File: config.mk
export PLATFORM = sky130hd
export DESIGN_NAME = mbtcp_queue
export DESIGN_NICKNAME = d
export VERILOG_FILES = /design/src/rtl/mbtcp_pkg.sv /design/src/rtl/mbtcp_queue.sv
export VERILOG_INCLUDE_DIRS = /design/src /design/src/rtl
export SDC_FILE = /design/constraint.sdc
export NUM_CORES = 1
export LEC_CHECK = 0
export ABC_AREA = 1
export BUFFER_PORTS_ARGS = -buffer_cell sky130_fd_sc_hd__buf_2
export CAP_MARGIN = 20
export CELL_PAD_IN_SITES_DETAIL_PLACEMENT = 0
export CELL_PAD_IN_SITES_GLOBAL_PLACEMENT = 2
export CORE_MARGIN = 5
export CORE_UTILIZATION = 41
export DETAILED_ROUTE_END_ITERATION = 8
export GPL_ROUTABILITY_DRIVEN = 0
export MAX_ROUTING_LAYER = met4
export PLACE_DENSITY = 0.9
export RECOVER_POWER = 25
export SYNTH_ARGS = -nofsm -noshare
export SYNTH_HDL_FRONTEND = slang
export SYNTH_SLANG_ARGS = --single-unit
File: constraint.sdc
create_clock -name clk -period 3.3 [get_ports clk]
set_clock_uncertainty 0.2 [all_clocks]
set_input_delay 0.33 -clock clk [delete_from_list [all_inputs] [get_ports clk]]
set_output_delay 0.33 -clock clk [all_outputs]
set_load 0.05 [all_outputs]
File: src/rtl/modbus_tcp_register_read_server_unit_assert.svh
// Assertion macros shared by the Modbus TCP register read server RTL.
// Depends on nothing; included by the modules that carry assertions.
`ifndef MODBUS_TCP_REGISTER_READ_SERVER_UNIT_ASSERT_SVH
`define MODBUS_TCP_REGISTER_READ_SERVER_UNIT_ASSERT_SVH

// Consequent must hold in the same cycle as the antecedent.
`define MBTCP_ASSERT_IMPL(label, clk, rst_n, ante, cons) \
  label: assert property (@(posedge clk) disable iff (!rst_n) (ante) |-> (cons)) \
    else $error("mbtcp assertion failed");

// Consequent must hold in the cycle after the antecedent.
`define MBTCP_ASSERT_NEXT(label, clk, rst_n, ante, cons) \
  label: assert property (@(posedge clk) disable iff (!rst_n) (ante) |=> (cons)) \
    else $error("mbtcp assertion failed");

// Condition must never be true outside reset.
`define MBTCP_ASSERT_NEVER(label, clk, rst_n, cond) \
  label: assert property (@(posedge clk) disable iff (!rst_n) !(cond)) \
    else $error("mbtcp assertion failed");

`endif

File: src/rtl/mbtcp_pkg.sv
// Shared types and constants for the Modbus TCP register read server.
// Depends on nothing; imported by every module of the block.
`timescale 1ns / 1ps

package mbtcp_pkg;

  // Default configuration of the top level.
  localparam int ADDR_BITS_DEF      = 16;
  localparam int MAX_READ_WORDS_DEF = 125;

  // Fixed widths and protocol lengths.
  localparam int CNT_W             = 7;    // holds a word count up to 125
  localparam int IDX_W             = 9;    // frame byte position
  localparam int QUEUE_DEPTH       = 4;    // power of two
  localparam int MBAP_LEN          = 7;
  localparam int MIN_FRAME_LEN     = 2;
  localparam int MAX_FRAME_LEN     = 253;
  localparam int MIN_PDU_FRAME_LEN = 6;    // unit id plus a five-byte read PDU
  localparam int BEAT_BYTES        = 8;

  // Function and exception codes.
  localparam logic [7:0] FC_READ_HOLDING       = 8'h03;
  localparam logic [7:0] FC_READ_INPUT         = 8'h04;
  localparam logic [7:0] FC_EXC_FLAG           = 8'h80;
  localparam logic [7:0] EX_ILLEGAL_FUNCTION   = 8'h01;
  localparam logic [7:0] EX_ILLEGAL_DATA_VALUE = 8'h03;
  localparam logic [7:0] EX_NONE               = 8'h00;

  // Input item kinds; the fourth code is ignored.
  typedef enum logic [1:0] {
    CMD_BYTE  = 2'd0,
    CMD_WRITE = 2'd1,
    CMD_CONN  = 2'd2
  } cmd_t;

  // Work handed from the parser to the response engine.
  typedef enum logic [1:0] {
    ENT_WRITE = 2'd0,
    ENT_CLOSE = 2'd1,
    ENT_READ  = 2'd2
  } ent_kind_t;

  typedef struct packed {
    ent_kind_t        kind;
    logic [15:0]      tid;
    logic [7:0]       uid;
    logic [7:0]       fc;
    logic [15:0]      addr;    // read start or write address
    logic [CNT_W-1:0] count;
    logic [7:0]       ex;      // EX_NONE for a good read
    logic [15:0]      value;   // write data
  } entry_t;

  // Response engine states.
  typedef enum logic [2:0] {
    BK_CLEAR = 3'd0,
    BK_IDLE  = 3'd1,
    BK_HDR   = 3'd2,
    BK_ISSUE = 3'd3,
    BK_USE   = 3'd4,
    BK_FLUSH = 3'd5
  } bk_state_t;

endpackage

File: src/rtl/mbtcp_queue.sv
// Small FIFO of parsed work between the request parser and the response engine.
// Depends on mbtcp_pkg and the assertion macro header.
`timescale 1ns / 1ps
`include "modbus_tcp_register_read_server_unit_assert.svh"

module mbtcp_queue (
  input  logic              clk,
  input  logic              rst_n,
  input  logic              q_push,
  input  mbtcp_pkg::entry_t q_din,
  output logic              q_full,
  input  logic              q_pop,
  output mbtcp_pkg::entry_t q_dout,
  output logic              q_empty
);
  import mbtcp_pkg::*;

  localparam int PTR_W = $clog2(QUEUE_DEPTH);
  localparam int CNT_QW = $clog2(QUEUE_DEPTH + 1);

  entry_t            slot_r [QUEUE_DEPTH];
  logic [PTR_W-1:0]  wr_ptr_r, wr_ptr_nxt;
  logic [PTR_W-1:0]  rd_ptr_r, rd_ptr_nxt;
  logic [CNT_QW-1:0] count_r, count_nxt;

  assign q_full  = (count_r == CNT_QW'(QUEUE_DEPTH));
  assign q_empty = (count_r == '0);
  assign q_dout  = slot_r[rd_ptr_r];

  // Pointer and occupancy update; pointers wrap since the depth is a power of two.
  always_comb begin
    wr_ptr_nxt = q_push ? wr_ptr_r + 1'b1 : wr_ptr_r;
    rd_ptr_nxt = q_pop ? rd_ptr_r + 1'b1 : rd_ptr_r;
    count_nxt  = count_r;
    if (q_push && !q_pop) begin
      count_nxt = count_r + 1'b1;
    end else if (!q_push && q_pop) begin
      count_nxt = count_r - 1'b1;
    end
  end

  always_ff @(posedge clk) begin
    if (!rst_n) begin
      wr_ptr_r <= '0;
      rd_ptr_r <= '0;
      count_r  <= '0;
    end else begin
      wr_ptr_r <= wr_ptr_nxt;
      rd_ptr_r <= rd_ptr_nxt;
      count_r  <= count_nxt;
    end
  end

  // Entry storage needs no reset.
  always_ff @(posedge clk) begin
    if (q_push) begin
      slot_r[wr_ptr_r] <= q_din;
    end
  end

  `MBTCP_ASSERT_NEVER(a_no_push_full, clk, rst_n, q_push && q_full && !q_pop)
  `MBTCP_ASSERT_NEVER(a_no_pop_empty, clk, rst_n, q_pop && q_empty)
  `MBTCP_ASSERT_NEXT(a_count_up, clk, rst_n, q_push && !q_pop, count_r == $past(count_r) + 1'b1)

endmodule

==> summary.txt <==
Status
  – Outcome: completed

Logic synthesis
  – Most common cell in the synthesized netlist: edfxtp_1
  – Register area share after synthesis: 79.11%
  – EDFF count, synth: 324
  – Number of distinct library cells after synthesis: 23
  – Synth top area share: 77.67%
  – Commonest cells in the netlist: edfxtp_1 (324), o21ai_0 (148), nor2_1 (147), o22ai_1 (81)
  – Top FF cell, synth: edfxtp_1
  – Syn_nets: 932
  – Register bit total from synthesis: 333
  – Gate Count Post-Synth: 841
  – Yosys warns: 0
  – Cell taking the most area after synthesis: edfxtp_1
  – Post-Synthesis Cell Area: 12,530 um^2
  – Async set or reset register ratio after synthesis: 0%
  – Syn Area/Cell: 14.90 um^2
  – Synth area leaders: edfxtp_1 (78%), o21ai_0 (5.9%), nor2_1 (4.4%)

Power
  – Clock power frac: 38.7%
  – Static Leak: 5.377 nW
  – Sw Pwr: 0.002543 W
  – Design Power: 0.01015 W
  – Comb pwr share: 13.3%
  – Power Density: 649.1 nW/um^2
  – Sequential cell fraction of total power: 48.0%
  – Peak VDD IR: 0.0005120 V
  – Int Power: 0.007609 W
  – Sw Share: 25.05%

Critical path
  – Crit Path Max Fanout: 162
  – Reg-to-Reg Start: wr_ptr_r[0]
  – Critical path class: reg2out
  – Endpoint type of the worst setup path: output pin
  – Critical Path AT: 2.26 ns
  – Reg2reg end: slot_r[2][0]
  – R2R cell count: 5
  – CP required: 2.77 ns
  – R2R Setup Slk: 1.27 ns
  – CP startpoint kind: flip-flop

Route
  – First drt pass iteration count: 4
  – Final ANT Viol Nets: 0
  – DRC Markers: 0
  – Post-Route WL: 27,540 um
  – Routed length per instance: 18.19 um
  – Via Count: 7,633
  – DRT iter0 DRCs: 411
  – Vias per inst: 5.042

STA
  – Final setup TNS: 0 ns
  – Period minus WS final: 2.789 ns
  – Final setup violating endpoints: 0
  – Fmax: 358.6 MHz
  – Unrepaired setup endpoints after global routing: false
  – Slew Viols, Final: 0
  – WHS: 0.2286 ns
  – Final period util: 84.51%
  – Max_slew headroom: 54.84%
  – Hold violation total from the final report: 0
  – Slew @ Worst Pin: 0.6774 ns

Clocking
  – Clk sink count: 333
  – Reg clk slew, reported paths: 0.06 ns
  – Root buf cell: clkbuf_16
  – CTS Buffer Depth: 3
  – Worst-skew pair later-pin latency: 0.50 ns
  – CTS Buf Count: 35
  – CTS tree: built
  – Post-CTS Repair Setup Buffers: 0
  – CTS H-Tree Depth: 2

Floorplan
  – Core area: 30,350 um^2
  – Die ar.: 34,150 um^2
  – Ports: 168
  – Die Ht: 184.8 um
  – Die Span X: 184.8 um
  – Initial Utilization: 41.28%
  – FP Rows: 64

Job
  – Max-cap violations: 0

Layout
  – Fin nets: 1,181
  – Area overhead of the layout relative to synthesis: 24.86%
  – Final design utilization: 51.54%
  – Share of cells above drive strength 1: 18.30%
  – # fillers: 2,538

Global routing
  – First-pass GRT wire length: 42,300 um
  – Largest net degree at the start of global routing: 163
  – Vias in the first global route: 7,600
  – Global Route Usage Sum: 16.36%
  – Overflow after GRT: 0
  – Initial antenna violation count: 3

Hold path
  – Hold depth: 1
  – Hold Path Class: reg2reg
  – Worst Hold Launch: rd_ptr_r[1]

Place
  – Post-DP HPWL: 14,830 um
  – I/O Buffers: 167
## critical path, cell delays in order, from the launching register on
cell,delay [ns]
dfxtp_4,0.39
buf_12,0.50
o21ai_0,0.21
o22ai_1,0.26
buf_2,0.31
## cell type report
cell class / count / area [um^2] / share of cell area, %
Antenna cell: 3 / 7.507 / 0.04800
Clock buffer: 50 / 974.7 / 6.231
Clock inverter: 12 / 180.2 / 1.152
Inverter: 17 / 86.33 / 0.5520
Multi-Input combinational cell: 439 / 2182 / 13.95
Sequential cell: 333 / 9915 / 63.39
Tap cell: 396 / 495.5 / 3.168
Timing Repair Buffer: 264 / 1800 / 11.51
## sequential cells by signal, indices dropped and copies added, names as in the netlist, named ones only
register / count
slot_r: 324
count_r: 3
rd_ptr_r: 2
wr_ptr_r: 2
## routing by layer
metal | GRT usage [%] | vias to the layer above | wire length (um)
met1 | 21.55 | 3730 | 12100
met2 | 26.46 | 186 | 13460
met5 | - | - | 0
met3 | 2.965 | 36 | 1473
li1 | - | 3681 | -
met4 | 4.492 | 0 | 510
## cells in the final DEF, fill, tap and decap left out
cell type and n:
fa_1 1, nand3_1 1, o21ai_1 20, clkbuf_16 37, inv_1 11, a21oi_1 4, inv_4 4, ha_1 5
clkinv_1 4, o22ai_1 81, nor3_1 2, buf_12 7, nand2_1 9, dlygate4sd3_1 84, bufinv_16 5, edfxtp_1 324
buf_2 118, buf_4 6, clkinv_2 3, o21ai_0 148, dfxtp_2 1, nand4_1 1, diode_2 3, dfxtp_4 1
clkbuf_1 62, inv_8 1, dfxtp_1 7, nor2_2 20, nor2_1 147, clkinv_4 1
## worst max-delay path by stage
stage	depth (start not counted)	slack, ns	endpoint	startpoint
after detailed placement	4	1.02	q_dout[20]	flip-flop
after global placement	4	1.05	q_dout[13]	flip-flop
final	4	0.51	q_dout[20]	flip-flop
after floorplan	4	0.51	slot_r[2][0]	wr_ptr_r[0]
after CTS	4	0.47	q_dout[20]	flip-flop
after global routing	4	0.33	q_dout[13]	flip-flop
## through the flow
step                area [um^2]  setup slack [ns]  instances
floorplan                 12530            0.5082        841
global placement          13700             1.046       1365
detailed placement        13700             1.016       1365
CTS                       15700            0.4691       1511
global route              15640            0.3288       1514
finish                    15640            0.5111       1514
## cells by family after synthesis
kind of cell / count (synthesis) / share of synthesized area, %
simple gates: 180 / 5.843
fa+ha+maj: 6 / 0.6592
buf+inv: 69 / 3.476
flops: 333 / 79.11
compound gates: 253 / 10.92
## power groups by stage
| stage | logic, W | clock network [W] | registers [W] |
|---|---|---|---|
| after floorplan | 0.000924 | 0 | 0.00496 |
| after global placement | 0.00128 | 0 | 0.00496 |
| after detailed placement | 0.00130 | 0 | 0.00496 |
| after CTS | 0.00138 | 0.00403 | 0.00487 |
| after global routing | 0.00146 | 0.00419 | 0.00489 |
| final | 0.00135 | 0.00393 | 0.00487 |
## what timing repair did
action	in CTS	in global routing
gates resized for setup	0	0
hold buffers	84	0
endpoints found under the hold margin	333	0
No activity file was read; power rests on OpenSTA's default activity.
