$ cat config.mk
export PLATFORM = sky130hd
export DESIGN_NAME = mbtcp_front
export DESIGN_NICKNAME = d
export VERILOG_FILES = /design/src/rtl/modbus_tcp_register_read_server_unit_assert.svh /design/src/rtl/mbtcp_pkg.sv /design/src/rtl/mbtcp_front.sv
export SDC_FILE = /design/constraint.sdc
export NUM_CORES = 1
export LEC_CHECK = 0
export ABC_AREA = 1
export ABC_CLOCK_PERIOD_IN_PS = 2870
export BUFFER_PORTS_ARGS = -buffer_cell sky130_fd_sc_hd__buf_4
export CAP_MARGIN = 20
export CORE_MARGIN = 4
export CORE_UTILIZATION = 35
export CTS_CLUSTER_SIZE = 14
export DETAILED_ROUTE_END_ITERATION = 6
export PLACE_DENSITY = 0.55
export SLEW_MARGIN = 5
export SYNTH_ARGS = -nofsm -noshare
export SYNTH_HDL_FRONTEND = slang
export SYNTH_SLANG_ARGS = --single-unit
$ cat constraint.sdc
create_clock -name clk -period 2.87 [get_ports clk]
set_input_delay 0.287 -clock clk [delete_from_list [all_inputs] [get_ports clk]]
set_output_delay 0.287 -clock clk [all_outputs]
set_load 0.05 [all_outputs]
$ cat src/rtl/modbus_tcp_register_read_server_unit_assert.svh
// Assertion macros shared by the Modbus TCP register read server RTL.
// Depends on nothing; included by the modules that carry assertions.
`ifndef MODBUS_TCP_REGISTER_READ_SERVER_UNIT_ASSERT_SVH
`define MODBUS_TCP_REGISTER_READ_SERVER_UNIT_ASSERT_SVH

// Consequent must hold in the same cycle as the antecedent.
`define MBTCP_ASSERT_IMPL(label, clk, rst_n, ante, cons) \
  label: assert property (@(posedge clk) disable iff (!rst_n) (ante) |-> (cons)) \
    else $error("mbtcp assertion failed");

// Consequent must hold in the cycle after the antecedent.
`define MBTCP_ASSERT_NEXT(label, clk, rst_n, ante, cons) \
  label: assert property (@(posedge clk) disable iff (!rst_n) (ante) |=> (cons)) \
    else $error("mbtcp assertion failed");

// Condition must never be true outside reset.
`define MBTCP_ASSERT_NEVER(label, clk, rst_n, cond) \
  label: assert property (@(posedge clk) disable iff (!rst_n) !(cond)) \
    else $error("mbtcp assertion failed");

`endif

$ cat src/rtl/mbtcp_pkg.sv
// Shared types and constants for the Modbus TCP register read server.
// Depends on nothing; imported by every module of the block.
`timescale 1ns / 1ps

package mbtcp_pkg;

  // Default configuration of the top level.
  localparam int ADDR_BITS_DEF      = 16;
  localparam int MAX_READ_WORDS_DEF = 125;

  // Fixed widths and protocol lengths.
  localparam int CNT_W             = 7;    // holds a word count up to 125
  localparam int IDX_W             = 9;    // frame byte position
  localparam int QUEUE_DEPTH       = 4;    // power of two
  localparam int MBAP_LEN          = 7;
  localparam int MIN_FRAME_LEN     = 2;
  localparam int MAX_FRAME_LEN     = 253;
  localparam int MIN_PDU_FRAME_LEN = 6;    // unit id plus a five-byte read PDU
  localparam int BEAT_BYTES        = 8;

  // Function and exception codes.
  localparam logic [7:0] FC_READ_HOLDING       = 8'h03;
  localparam logic [7:0] FC_READ_INPUT         = 8'h04;
  localparam logic [7:0] FC_EXC_FLAG           = 8'h80;
  localparam logic [7:0] EX_ILLEGAL_FUNCTION   = 8'h01;
  localparam logic [7:0] EX_ILLEGAL_DATA_VALUE = 8'h03;
  localparam logic [7:0] EX_NONE               = 8'h00;

  // Input item kinds; the fourth code is ignored.
  typedef enum logic [1:0] {
    CMD_BYTE  = 2'd0,
    CMD_WRITE = 2'd1,
    CMD_CONN  = 2'd2
  } cmd_t;

  // Work handed from the parser to the response engine.
  typedef enum logic [1:0] {
    ENT_WRITE = 2'd0,
    ENT_CLOSE = 2'd1,
    ENT_READ  = 2'd2
  } ent_kind_t;

  typedef struct packed {
    ent_kind_t        kind;
    logic [15:0]      tid;
    logic [7:0]       uid;
    logic [7:0]       fc;
    logic [15:0]      addr;    // read start or write address
    logic [CNT_W-1:0] count;
    logic [7:0]       ex;      // EX_NONE for a good read
    logic [15:0]      value;   // write data
  } entry_t;

  // Response engine states.
  typedef enum logic [2:0] {
    BK_CLEAR = 3'd0,
    BK_IDLE  = 3'd1,
    BK_HDR   = 3'd2,
    BK_ISSUE = 3'd3,
    BK_USE   = 3'd4,
    BK_FLUSH = 3'd5
  } bk_state_t;

endpackage

$ cat src/rtl/mbtcp_front.sv
// Request parser: walks the MBAP header and PDU bytes and queues work items.
// Depends on mbtcp_pkg.
`timescale 1ns / 1ps

module mbtcp_front #(
  parameter int MAX_READ_WORDS = mbtcp_pkg::MAX_READ_WORDS_DEF
) (
  input  logic              clk,
  input  logic              rst_n,
  input  logic              in_tvalid,
  output logic              in_tready,
  input  mbtcp_pkg::cmd_t   in_cmd,
  input  logic [7:0]        rx_byte,
  input  logic [15:0]       reg_addr,
  input  logic [15:0]       reg_value,
  input  logic              clear_done,
  input  logic              q_full,
  output logic              q_push,
  output mbtcp_pkg::entry_t q_entry
);
  import mbtcp_pkg::*;

  logic [IDX_W-1:0] byte_index_r, byte_index_nxt;
  logic [15:0]      trans_id_r, trans_id_nxt;
  logic [15:0]      frame_len_r, frame_len_nxt;
  logic [7:0]       unit_id_r, unit_id_nxt;
  logic [7:0]       func_code_r, func_code_nxt;
  logic [15:0]      start_addr_r, start_addr_nxt;
  logic [15:0]      word_count_r, word_count_nxt;
  logic             conn_dead_r, conn_dead_nxt;
  logic [IDX_W-1:0] pdu_pos;
  logic             accept;
  logic [7:0]       ex_code;

  // Hold off while the store is being cleared or the queue has no room.
  assign in_tready = clear_done && !q_full;
  assign accept    = in_tvalid && in_tready;
  assign pdu_pos   = byte_index_r - IDX_W'(MBAP_LEN);

  // Exception classification uses the values as updated by the current byte.
  always_comb begin
    ex_code = EX_NONE;
    if (func_code_nxt == FC_READ_HOLDING || func_code_nxt == FC_READ_INPUT) begin
      if (frame_len_r < 16'(MIN_PDU_FRAME_LEN) || word_count_nxt == '0 ||
          word_count_nxt > 16'(MAX_READ_WORDS)) begin
        ex_code = EX_ILLEGAL_DATA_VALUE;
      end
    end else begin
      ex_code = EX_ILLEGAL_FUNCTION;
    end
  end

  // Parse state update and work item generation.
  always_comb begin
    byte_index_nxt = byte_index_r;
    trans_id_nxt   = trans_id_r;
    frame_len_nxt  = frame_len_r;
    unit_id_nxt    = unit_id_r;
    func_code_nxt  = func_code_r;
    start_addr_nxt = start_addr_r;
    word_count_nxt = word_count_r;
    conn_dead_nxt  = conn_dead_r;
    q_push         = 1'b0;
    q_entry        = '0;
    if (accept) begin
      case (in_cmd)
        CMD_WRITE: begin
          q_push        = 1'b1;
          q_entry.kind  = ENT_WRITE;
          q_entry.addr  = reg_addr;
          q_entry.value = reg_value;
        end
        CMD_CONN: begin
          byte_index_nxt = '0;
          trans_id_nxt   = '0;
          frame_len_nxt  = '0;
          unit_id_nxt    = '0;
          func_code_nxt  = '0;
          start_addr_nxt = '0;
          word_count_nxt = '0;
          conn_dead_nxt  = 1'b0;
        end
        CMD_BYTE: begin
          if (!conn_dead_r) begin
            if (byte_index_r < IDX_W'(MBAP_LEN)) begin
              // MBAP header; the protocol id is parked in word_count.
              byte_index_nxt = byte_index_r + 1'b1;
              case (byte_index_r[2:0])
                3'd0: trans_id_nxt   = {rx_byte, 8'h00};
                3'd1: trans_id_nxt   = {trans_id_r[15:8], rx_byte};
                3'd2: word_count_nxt = {rx_byte, 8'h00};
                3'd3: word_count_nxt = {word_count_r[15:8], rx_byte};
                3'd4: frame_len_nxt  = {rx_byte, 8'h00};
                3'd5: frame_len_nxt  = {frame_len_r[15:8], rx_byte};
                3'd6: begin
                  unit_id_nxt = rx_byte;
                  if (word_count_r != '0 || frame_len_r < 16'(MIN_FRAME_LEN) ||
                      frame_len_r > 16'(MAX_FRAME_LEN)) begin
                    conn_dead_nxt  = 1'b1;
                    byte_index_nxt = '0;
                    q_push         = 1'b1;
                    q_entry.kind   = ENT_CLOSE;
                  end else begin
                    word_count_nxt = '0;
                    start_addr_nxt = '0;
                    func_code_nxt  = '0;
                  end
                end
                default: ;
              endcase
            end else begin
              // PDU bytes; anything past the count field is skipped.
              case (pdu_pos)
                IDX_W'(0): func_code_nxt  = rx_byte;
                IDX_W'(1): start_addr_nxt = {rx_byte, 8'h00};
                IDX_W'(2): start_addr_nxt = {start_addr_r[15:8], rx_byte};
                IDX_W'(3): word_count_nxt = {rx_byte, 8'h00};
                IDX_W'(4): word_count_nxt = {word_count_r[15:8], rx_byte};
                default: ;
              endcase
              // Last PDU byte sits at header length plus frame length minus two.
              if ({7'd0, byte_index_r} >= frame_len_r + 16'(MBAP_LEN - 2)) begin
                byte_index_nxt = '0;
                q_push         = 1'b1;
                q_entry.kind   = ENT_READ;
                q_entry.tid    = trans_id_r;
                q_entry.uid    = unit_id_r;
                q_entry.fc     = func_code_nxt;
                q_entry.addr   = start_addr_nxt;
                q_entry.count  = word_count_nxt[CNT_W-1:0];
                q_entry.ex     = ex_code;
              end else begin
                byte_index_nxt = byte_index_r + 1'b1;
              end
            end
          end
        end
        default: ;
      endcase
    end
  end

  always_ff @(posedge clk) begin
    if (!rst_n) begin
      byte_index_r <= '0;
      trans_id_r   <= '0;
      frame_len_r  <= '0;
      unit_id_r    <= '0;
      func_code_r  <= '0;
      start_addr_r <= '0;
      word_count_r <= '0;
      conn_dead_r  <= 1'b0;
    end else begin
      byte_index_r <= byte_index_nxt;
      trans_id_r   <= trans_id_nxt;
      frame_len_r  <= frame_len_nxt;
      unit_id_r    <= unit_id_nxt;
      func_code_r  <= func_code_nxt;
      start_addr_r <= start_addr_nxt;
      word_count_r <= word_count_nxt;
      conn_dead_r  <= conn_dead_nxt;
    end
  end

endmodule

==> impl_results.md <==
* Final WS setup at -0.4004 ns
* Register area share after synthesis at 0.2608
* Final Max Slew Viols at 0
* Worst-path maximum fanout at 6
* RePlAce Congestion at ~0.90
* Crit end category: output port
* Hold Path Class: input pin to register
* Largest net degree at the start of global routing at 55
* Post-DP Area at 9077 um2
* CP arrival at 2.98 ns
* Final hold vios at 0
* Outcome: complete, but fails checks
* Post-route cell area at a little over 10000 um2
* Routed Antenna Nets at 0
* Gate Count Post-Synth at between 1000 and 1500
* Detailed Routing Iterations Pass 1 at 5
* Max-slew headroom at 0.3107
* First-pass GRT wire length at a little over 40000 um
* CTS root buffer: clkbuf_16
* Clock Latency Late Sink at 0.35 ns
* Starting Density at 0.3550
* Core area at about 20000 um2
* Netlist cell types at 39
* ANT cells at 0
* Post-synth EDFFs at 0
* Worst Hold Depth at 2
* Worst setup path startpoint: frame_len_r[0]$_SDFFE_PN0P_
* RSZ-0062 raised after global routing: true
* Die Height at 148.5 um
* Vias in the first global route at 7566
* Post-Syn Area at 6909 um2
* Most frequent cells in the layout: 256 x nand2_1, 192 x buf_4, 113 x a21oi_1, 105 x nor2_1, 104 x inv_1
* Worst Tran Pin Value at 1.023 ns
* DP Wirelength at 17900 um
* FF-to-FF setup slack at roughly 0.12 ns
* CTS sink cnt at 90
* Critical path class: register to output port
* Site row count at 51
* DR iter-0 viols at 666
* Reg-to-reg endpoint: byte_index_r[7]$_SDFFE_PN0P_
* CP Capture Point: q_entry[24]
* Worst R2R Path Depth at 17
* Worst R2R Start: frame_len_r[0]$_SDFFE_PN0P_
* GRT overflow at 0
* Drt total wl at 25790 um
* Commonest non-fill, non-tap cell in the layout: nand2_1
* Per-cell routed wire length at 15.98 um
* Startpoint Class: register
* Post-synth ARST share at 0
* Clock transition at path regs at 0.07 ns
* Syn Area/Cell at 6.158 um2
* Final setup viols at 59
* Gr usage total at 0.2249
* Vias at 8184
* Warnings, synthesis at 0
* DRC viols at 0
* Initial antenna violation count at 0
* Leakage at 0.004427 uW
* F_max at 0.3058 GHz
* Hold bufs inserted after CTS at 0
* I/O Buffers at around 120
* Final setup skew at ~0.013 ns
* Critical path data required time at 2.58 ns
* Die X at 148.5 um
* Final period utilization at 1.140
* Violated checks: setup timing
* Min Tclk post-route at 3.270 ns
* GR Util met3 at 0.03565
* TritonCTS buffer count at 9
* Most Crowded Layer GR: met2
* Main synth FF type: dfxtp_1
* Vias per cell at 5.071
* Share of cells above drive strength 1 at 0.3447
* VDD IR-drop max at between 200 and 300 uV
* Num ports at 130
* Syn-to-layout area delta at 50.18%
* Setup WS pre-CTS at -0.08424 ns
* Deepest clock path buffer count at 2
* Grt met1 use at 0.3154
* GR Util met2 at 0.3639
* Power Dens Cells at 279.0 nW/um2
* Die area at 22050 um2
* CTS tree: yes
* Nets@finish at 1409
* Max-Cap Viols at 0
* H-tree depth at 3
* #FFs+latches synth at 90
## flip-flops by register name, summed over array words and instances (netlist names)
name and count:
byte_index_r 9, conn_dead_r 1, frame_len_r 16, func_code_r 8
start_addr_r 16, trans_id_r 16, unit_id_r 8, word_count_r 16
## what timing repair did
| action | CTS | global route |
|---|---|---|
| gates resized for setup | 100 | 104 |
| gates cloned | 2 | 3 |
| buffers inserted | 4 | 18 |
| endpoints found under the setup margin | 59 | 63 |
| pin swaps | 19 | 41 |
## per-stage QoR
| step | TNS, ns | utilization | total power, uW | hold slack [ns] | instances |
|---|---|---|---|---|---|
| after floorplan | -2.589 | - | 1526 | 0.3742 | 1127 |
| after global placement | -0.2456 | 0.4664 | 1683 | 0.4517 | 1573 |
| after detailed placement | -0.2434 | 0.4664 | 1682 | 0.4567 | 1573 |
| after CTS | -19.97 | 0.5072 | 2906 | 0.1554 | 1595 |
| after global routing | -25.69 | 0.5331 | 3016 | 0.1677 | 1614 |
| final | -17.85 | 0.5331 | 2894 | 0.1674 | 1614 |
## report_power, final
| group | total [uW] | switching (uW) | internal [uW] |
|---|---|---|---|
| logic | 412 | 269 | 143 |
| clock network | 1210 | 579 | 629 |
| registers | 1270 | 10.2 | 1260 |
| total | 2890 | 858 | 2040 |
## routing by layer
layer	share of wire	vias up	wire length, um
met3	0.073	24	1882
met5	0	-	0
met2	0.46	288	11740
met1	0.46	3716	11760
met4	0.016	0	406
li1	-	4156	-
## worst max-delay path, stage by stage (launching register included)
cell      delay (ns)
dfxtp_4         0.37
ha_4            0.15
nor2_4          0.04
nor2_4          0.11
nand3_4         0.11
xor2_2          0.16
ha_1            0.29
nand4_1         0.14
o221ai_1        0.21
nand3_1         0.15
nand3_4         0.15
nand3_4         0.11
buf_12          0.17
buf_4           0.13
a21oi_2         0.14
buf_6           0.18
## worst min-delay path by stage
stage | start | to | slack, ns
detailed placement | start_addr_r[13]$_SDFFE_PN0P_ | start_addr_r[13]$_SDFFE_PN0P_ | 0.46
global route | in_cmd[1] | conn_dead_r$_SDFFE_PN0P_ | 0.17
global placement | start_addr_r[10]$_SDFFE_PN0P_ | start_addr_r[10]$_SDFFE_PN0P_ | 0.45
finish | in_cmd[1] | conn_dead_r$_SDFFE_PN0P_ | 0.17
CTS | in_cmd[1] | conn_dead_r$_SDFFE_PN0P_ | 0.16
floorplan | in_cmd[1] | conn_dead_r$_SDFFE_PN0P_ | 0.37
## Yosys cell counts (5+ instances only)
cell | count | area (um2)
a211oi_1 | 39 | 292.8
a21oi_1 | 145 | 725.7
a31oi_1 | 12 | 75.07
buf_2 | 11 | 55.05
buf_4 | 7 | 52.55
buf_6 | 5 | 56.30
clkbuf_1 | 38 | 142.6
dfxtp_1 | 90 | 1802
ha_1 | 18 | 225.2
inv_1 | 112 | 420.4
inv_2 | 5 | 18.77
nand2_1 | 265 | 994.7
nand2_2 | 6 | 37.54
nand2_4 | 6 | 67.56
nand3_1 | 74 | 370.4
nand3_2 | 5 | 50.05
nand4_1 | 16 | 100.1
nor2_1 | 144 | 540.5
nor2_2 | 7 | 43.79
nor3_1 | 9 | 45.04
o21ai_0 | 39 | 195.2
o21ai_1 | 12 | 60.06
o21ai_2 | 10 | 87.58
o221ai_1 | 9 | 78.83
xor2_1 | 15 | 131.4
## cell families (layout without fill, tap and decap cells)
group           count (synthesis)  after routing  synth area share
xor+xnor                       15             15           0.01902
simple gates                  551            553            0.3575
compound gates                267            267            0.2206
flops                          90             90            0.2608
fa+ha+maj                      18             18           0.03260
other cells                     1              6         0.0005428
buf+inv                       180            400            0.1090
## final cells by class
class / instances / area (um2)
fillers: 1941 / 9086
multi-input cells: 859 / 5105
repair buffers: 266 / 2381
flip-flops and latches: 90 / 1818
inverters: 118 / 447.9
well taps: 265 / 331.6
clock buffers: 10 / 239.0
clock inverters: 6 / 53.80
(Power assumes the default switching activity.)
